==> config.mk <==
export PLATFORM = sky130hd
export DESIGN_NAME = fctg_ctrl
export DESIGN_NICKNAME = d
export VERILOG_FILES = /design/src/fctg_pkg.sv /design/src/fctg_ctrl.sv
export SDC_FILE = /design/constraint.sdc
export NUM_CORES = 1
export LEC_CHECK = 0
export BUFFER_PORTS_ARGS = -buffer_cell sky130_fd_sc_hd__buf_2
export CAP_MARGIN = 20
export CORE_AREA = 2 2 39 41
export CTS_CLUSTER_DIAMETER = 30
export CTS_CLUSTER_SIZE = 25
export DETAILED_ROUTE_END_ITERATION = 10
export DIE_AREA = 0 0 41 43
export PLACE_DENSITY = 0.7
export SLEW_MARGIN = 40
export SYNTH_ARGS = -nofsm -noshare
export SYNTH_HDL_FRONTEND = slang
export SYNTH_SLANG_ARGS = --single-unit
==> constraint.sdc <==
create_clock -name clock -period 1.85 [get_ports clock]
set_input_delay 0.37 -clock clock [delete_from_list [all_inputs] [get_ports clock]]
set_output_delay 0.37 -clock clock [all_outputs]
set_load 0.02 [all_outputs]
==> src/fctg_pkg.sv <==
// ----------------------------------------------------------------------------
// fctg_pkg
// Shared types, constants and helpers of the floor cast texel generator.
// ----------------------------------------------------------------------------
package fctg_pkg;

   localparam int FRAC_BITS  = 16;
   localparam int FX_W       = 32;            // Q16.16 words
   localparam int COL_W      = 11;
   localparam int TEX_W      = 10;
   localparam int SHADE_W    = 8;
   localparam int ROW_W      = 11;
   localparam int SCR_W      = 12;
   localparam int SKIP_W     = 5;
   localparam int TSH_W      = 4;
   localparam int PROD_W     = 64;
   localparam int MFX_W      = PROD_W - FRAC_BITS;
   localparam int DVD_W      = 48;
   localparam int DVS_W      = 36;
   localparam int DCNT_W     = 6;
   localparam int CSR_IDX_W  = 3;
   localparam int CSR_DATA_W = 12;

   localparam logic [CSR_IDX_W-1:0] CSR_SCREEN_WIDTH  = 3'd0;
   localparam logic [CSR_IDX_W-1:0] CSR_SCREEN_HEIGHT = 3'd1;
   localparam logic [CSR_IDX_W-1:0] CSR_PIXEL_SKIP    = 3'd2;
   localparam logic [CSR_IDX_W-1:0] CSR_TILE_SHIFT    = 3'd3;

   localparam logic [SCR_W-1:0]  RST_SCREEN_WIDTH  = 12'd640;
   localparam logic [SCR_W-1:0]  RST_SCREEN_HEIGHT = 12'd480;
   localparam logic [SKIP_W-1:0] RST_PIXEL_SKIP    = 5'd1;
   localparam logic [TSH_W-1:0]  RST_TILE_SHIFT    = 4'd6;

   // shade = 2550 * 2^F / (2R + 5 * 2^F)
   localparam logic [DVD_W-1:0]  SHADE_NUM  = DVD_W'(64'd2550 << FRAC_BITS);
   localparam logic [DVS_W-1:0]  SHADE_BIAS = DVS_W'(64'd5 << FRAC_BITS);
   localparam logic [SHADE_W-1:0] SHADE_MAX = 8'd255;

   typedef enum logic [3:0] {
      ST_IDLE,
      ST_CHECK,
      ST_RWAIT,
      ST_MUL,
      ST_MULW,
      ST_SXWAIT,
      ST_SYSTART,
      ST_SYWAIT,
      ST_SHSTART,
      ST_SHWAIT,
      ST_EMIT
   } fctg_state_type;

   typedef enum logic [1:0] {
      DIV_ROW,
      DIV_STEP_X,
      DIV_STEP_Y,
      DIV_SHADE
   } fctg_div_sel_type;

   typedef struct packed {
      logic             load;        // latch a start-row word
      logic             pix;         // emit current texel, then advance
      logic             horizon_chk; // settle horizon flag of the row
      logic             div_start;
      logic             div_store;
      fctg_div_sel_type div_sel;
      logic             mul_issue;
      logic             mul_store;
      logic [1:0]       mul_idx;
   } fctg_cmd_type;

   typedef struct packed {
      logic p_zero;
      logic div_done;
      logic out_free;
   } fctg_status_type;

   // Texel of one world coordinate: fraction toward zero, scaled by the tile.
   function automatic logic [TEX_W-1:0] texel_of(input logic [FX_W-1:0] w,
                                                 input logic [TSH_W-1:0] ts);
      logic [FX_W-1:0]      mag;
      logic [30:0]          shl;
      logic [14:0]          t;
      logic [15:0]          tmask;
      mag   = w[FX_W-1] ? (~w + 1'b1) : w;
      shl   = {15'd0, mag[FRAC_BITS-1:0]} << ts;
      t     = shl[30:FRAC_BITS];
      if (w[FX_W-1]) begin
         t = ~t + 1'b1;
      end
      tmask = (16'd1 << ts) - 16'd1;
      return t[TEX_W-1:0] & tmask[TEX_W-1:0];
   endfunction

endpackage

==> src/fctg_ctrl.sv <==
// ----------------------------------------------------------------------------
// fctg_ctrl
// Sequencer: accepts words and steps the datapath through row setup.
// ----------------------------------------------------------------------------
module fctg_ctrl (
   input  logic                       clock,
   input  logic                       reset,
   input  logic                       in_valid,
   input  logic                       in_cmd,
   output logic                       in_ready,
   input  fctg_pkg::fctg_status_type  status,
   output fctg_pkg::fctg_cmd_type     cmd
);
   fctg_pkg::fctg_state_type state_ff, state_in;
   logic [1:0]               idx_ff, idx_in;
   logic                     accept;

   assign in_ready = (state_ff == fctg_pkg::ST_IDLE) && status.out_free;
   assign accept   = in_valid && in_ready;

   // next state
   always_comb begin
      state_in = state_ff;
      idx_in   = idx_ff;
      case (state_ff)
         fctg_pkg::ST_IDLE:   if (accept && !in_cmd) state_in = fctg_pkg::ST_CHECK;
         fctg_pkg::ST_CHECK:  state_in = status.p_zero ? fctg_pkg::ST_EMIT
                                                       : fctg_pkg::ST_RWAIT;
         fctg_pkg::ST_RWAIT: begin
            if (status.div_done) begin
               state_in = fctg_pkg::ST_MUL;
               idx_in   = '0;
            end
         end
         fctg_pkg::ST_MUL:    state_in = fctg_pkg::ST_MULW;
         fctg_pkg::ST_MULW: begin
            idx_in   = idx_ff + 1'b1;
            state_in = (idx_ff == 2'd3) ? fctg_pkg::ST_SXWAIT : fctg_pkg::ST_MUL;
         end
         fctg_pkg::ST_SXWAIT: if (status.div_done) state_in = fctg_pkg::ST_SYSTART;
         fctg_pkg::ST_SYSTART: state_in = fctg_pkg::ST_SYWAIT;
         fctg_pkg::ST_SYWAIT: if (status.div_done) state_in = fctg_pkg::ST_SHSTART;
         fctg_pkg::ST_SHSTART: state_in = fctg_pkg::ST_SHWAIT;
         fctg_pkg::ST_SHWAIT: if (status.div_done) state_in = fctg_pkg::ST_EMIT;
         fctg_pkg::ST_EMIT:   if (status.out_free) state_in = fctg_pkg::ST_IDLE;
         default:             state_in = fctg_pkg::ST_IDLE;
      endcase
   end

   // outputs
   always_comb begin
      cmd         = '0;
      cmd.mul_idx = idx_ff;
      cmd.div_sel = fctg_pkg::DIV_ROW;
      case (state_ff)
         fctg_pkg::ST_IDLE: begin
            cmd.load = accept && !in_cmd;
            cmd.pix  = accept && in_cmd;
         end
         fctg_pkg::ST_CHECK: begin
            cmd.horizon_chk = 1'b1;
            cmd.div_start   = !status.p_zero;
         end
         fctg_pkg::ST_RWAIT:  cmd.div_store = status.div_done;
         fctg_pkg::ST_MUL:    cmd.mul_issue = 1'b1;
         fctg_pkg::ST_MULW: begin
            cmd.mul_store = 1'b1;
            if (idx_ff == 2'd3) begin
               cmd.div_start = 1'b1;
               cmd.div_sel   = fctg_pkg::DIV_STEP_X;
            end
         end
         fctg_pkg::ST_SXWAIT: begin
            cmd.div_store = status.div_done;
            cmd.div_sel   = fctg_pkg::DIV_STEP_X;
         end
         fctg_pkg::ST_SYSTART: begin
            cmd.div_start = 1'b1;
            cmd.div_sel   = fctg_pkg::DIV_STEP_Y;
         end
         fctg_pkg::ST_SYWAIT: begin
            cmd.div_store = status.div_done;
            cmd.div_sel   = fctg_pkg::DIV_STEP_Y;
         end
         fctg_pkg::ST_SHSTART: begin
            cmd.div_start = 1'b1;
            cmd.div_sel   = fctg_pkg::DIV_SHADE;
         end
         fctg_pkg::ST_SHWAIT: begin
            cmd.div_store = status.div_done;
            cmd.div_sel   = fctg_pkg::DIV_SHADE;
         end
         fctg_pkg::ST_EMIT:   cmd.pix = status.out_free;
         default: ;
      endcase
   end

   always_ff @(posedge clock) begin
      if (reset) begin
         state_ff <= fctg_pkg::ST_IDLE;
         idx_ff   <= '0;
      end else begin
         state_ff <= state_in;
         idx_ff   <= idx_in;
      end
   end
endmodule

==> summary.md <==
| Metric | Value |
|---|---|
| Reg clk slew, reported paths | about 50 ps |
| Seq/Total Area, Yosys | 21.0% |
| Relative slew slack | 76.7% |
| Final max-slew violation count | 0 |
| Inst Count DP | between 100 and 150 |
| Routing usage on met2 | 25.3% |
| Initial core utilization | 41.3% |
| Synth-to-layout area growth | 31.9% |
| I/O Pins | 19 |
| Buf/Inv on CP | 1 |
| Worst Hold Class | primary input to register |
| H-Tree Depth | 1 |
| Final WL | 1.48 mm |
| Register bit total from synthesis | 6 |
| Busiest grt layer | met1 |
| Leakage | ~0.32 nW |
| Synth Warn # | 0 |
| Die Y | ~43 um |
| PwrDens | 1210 nW/um^2 |
| Synth unique cells | 33 |
| Nets | 110 |
| # port buffers | 18 |
| Tcrit/Tclk final | 98.5% |
| CP cell instances | or4b_4 -> a31oi_1 -> buf_4 |
| Synthesized area per cell | 7.33 um^2 |
| Vias per inst | 5.65 |
| Layout cells sized above 1 | between 30% and 40% |
| Finish-stage setup viols | 0 |
| Kind of critical path | register to output pin |
| Outcome | finished, final reports clean |
| CTS buffer count | 3 |
| Vias in the first global route | 544 |
| Die area | 1760 um^2 |
| Syn_nets | 86 |
| CP top delay family | simple AND/OR/NAND/NOR gates |
| Commonest non-fill, non-tap cells in the layout | 17 x buf_2, 9 x nand2_1, 8 x nor2_1, 8 x a21oi_1, 8 x buf_4 |
| Final hold vios | 0 |
| WP data arrival | 1450 ps |
| CTS Sinks | 6 |
| Initial antenna violation count | 0 |
| WL/cell | 12.8 um |
| Max Clk Rate | 549 MHz |
| Final Non-Filler Cells | 116 |
| Max_cap viols | 0 |
| Final setup TNS | 0 ps |
| Critical path's largest stage delay | ~540 ps |
| Root buffer cell | clkbuf_4 |
| Core ar. | 1380 um^2 |
| First drt pass iteration count | 4 |
| Overflow after GRT | 0 |
| Total GRT Usage | 19.5% |
| Critical path peak fanout | 11 |
| Highest-delay cell along the critical path | or4b_4 |
| CTS max path bufs | 2 |
| First-pass GRT wire length | 2.28 mm |
| WP data required | about 1500 ps |
| Post-CTS Setup Inserts | 0 |
| Non-Filler Cell Area, Final | 754 um^2 |
| GP Congestion | 0.832 |
| VDD IR max | 516 uV |
| Crit end category | output pin |
| CTS tree | done |
| Post-synthesis cell count | 78 |
| GRT met1 Usage | 25.4% |
| Vias | 655 |
| RSZ-0062 raised after global routing | true |
| DRT iter0 DRCs | 28 |
| Std-Cell Rows | 14 |
| # diodes | 0 |
| Commonest non-fill, non-tap cell in the layout | buf_2 |
| Remaining DRCs | 0 |
| Cell Area, Synth | ~570 um^2 |
| Min Tclk post-route | 1820 ps |
| Largest net degree at the start of global routing | 16 |
| Min Hold Slack | 404 ps |
| Worst skew pair latency | 240 ps |
| Dpl cell area | 713 um^2 |
| Detail Placement HPWL | 1.07 mm |
| Die width | 41 um |
| CP Launch Type | register |
| Met3 Track Usage GR | 3.14% |
| Routed Antenna Nets | 0 |
| Core Util, Final | 54.5% |
| Final clock skew | 5.92 ps |
| Worst-Margin Slew | between 300 and 400 ps |
==> sequential cells by signal, indices dropped and copies added, names as in the netlist <==
register	flops
idx_ff	2
state_ff	4
==> cell type report <==
| cell class | count | area, um^2 |
|---|---|---|
| fillers | 137 | 629 |
| multi-input cells | 63 | 430 |
| repair buffers | 25 | 145 |
| flip-flops and latches | 6 | 125 |
| clock buffers | 3 | 22.5 |
| well taps | 16 | 20.0 |
| inverters | 3 | 11.3 |
==> final timing paths <==
check | startpoint | cells after the start | slack, ps | endpoint
worst max-delay path | state_ff[2] | 3 | 30 | cmd[6]
worst max register to register | state_ff[2] | 4 | 170 | state_ff[1]
worst min-delay path | reset | 2 | 400 | idx_ff[1]
worst min register to register | idx_ff[0] | 1 | 510 | idx_ff[0]
==> cell usage after synthesis (all sizes together) <==
master	n	share of area, %
o31a	1	1.5
a21oi	8	7.0
o41ai	1	1.5
nand3	1	0.87
and3b	1	1.5
and3	1	1.1
a311o	1	1.8
nand4bb	1	2.0
a211oi	2	2.6
or4b	2	4.2
o2bb2ai	1	1.5
a21bo	1	1.8
o211ai	1	1.3
o32ai	1	1.5
mux2	1	2.0
nor2b	2	2.2
nand3b	4	5.3
dfxtp	6	21
nor4	1	2.2
nor3	2	1.8
ha	1	2.2
nor2	8	5.3
nand2b	3	3.3
inv	3	2.0
buf	3	2.6
a31oi	2	4.8
nand2	9	5.9
clkbuf	3	2.0
o21ai	5	4.4
a311oi	1	1.5
a21o	1	1.5
==> repair_timing <==
item                       CTS  global route
gates resized for setup      2             4
hold buffers                 0             0
pin swaps                    2             0
setup endpoints to repair    3             3
==> cell families after synthesis <==
| kind of cell | Yosys count | synth area share, % |
|---|---|---|
| mux | 1 | 1.97 |
| buf+inv | 9 | 6.56 |
| simple gates | 35 | 35.4 |
| flops | 6 | 21.0 |
| fa+ha+maj | 1 | 2.19 |
| compound gates | 26 | 32.8 |
==> layer usage <==
metal  vias to the layer above  wire (um)
met5                         -          0
met1                       290        693
met2                        21        667
met3                        10         58
li1                        334          -
met4                         0         60
==> stage by stage <==
step	worst slack, ps	total power, mW
2_1_floorplan	111	0.612
3_3_place_gp	152	0.775
3_5_place_dp	109	0.780
4_1_cts	5.49	0.903
5_1_grt	-38.1	0.995
6_report	28.1	0.909
==> power breakdown <==
part | total (mW) | switching (mW) | internal, mW
registers | 0.172 | 0.0201 | 0.152
logic | 0.619 | 0.366 | 0.253
clock network | 0.118 | 0.0450 | 0.0732
No activity file was read; power rests on OpenSTA's default activity.
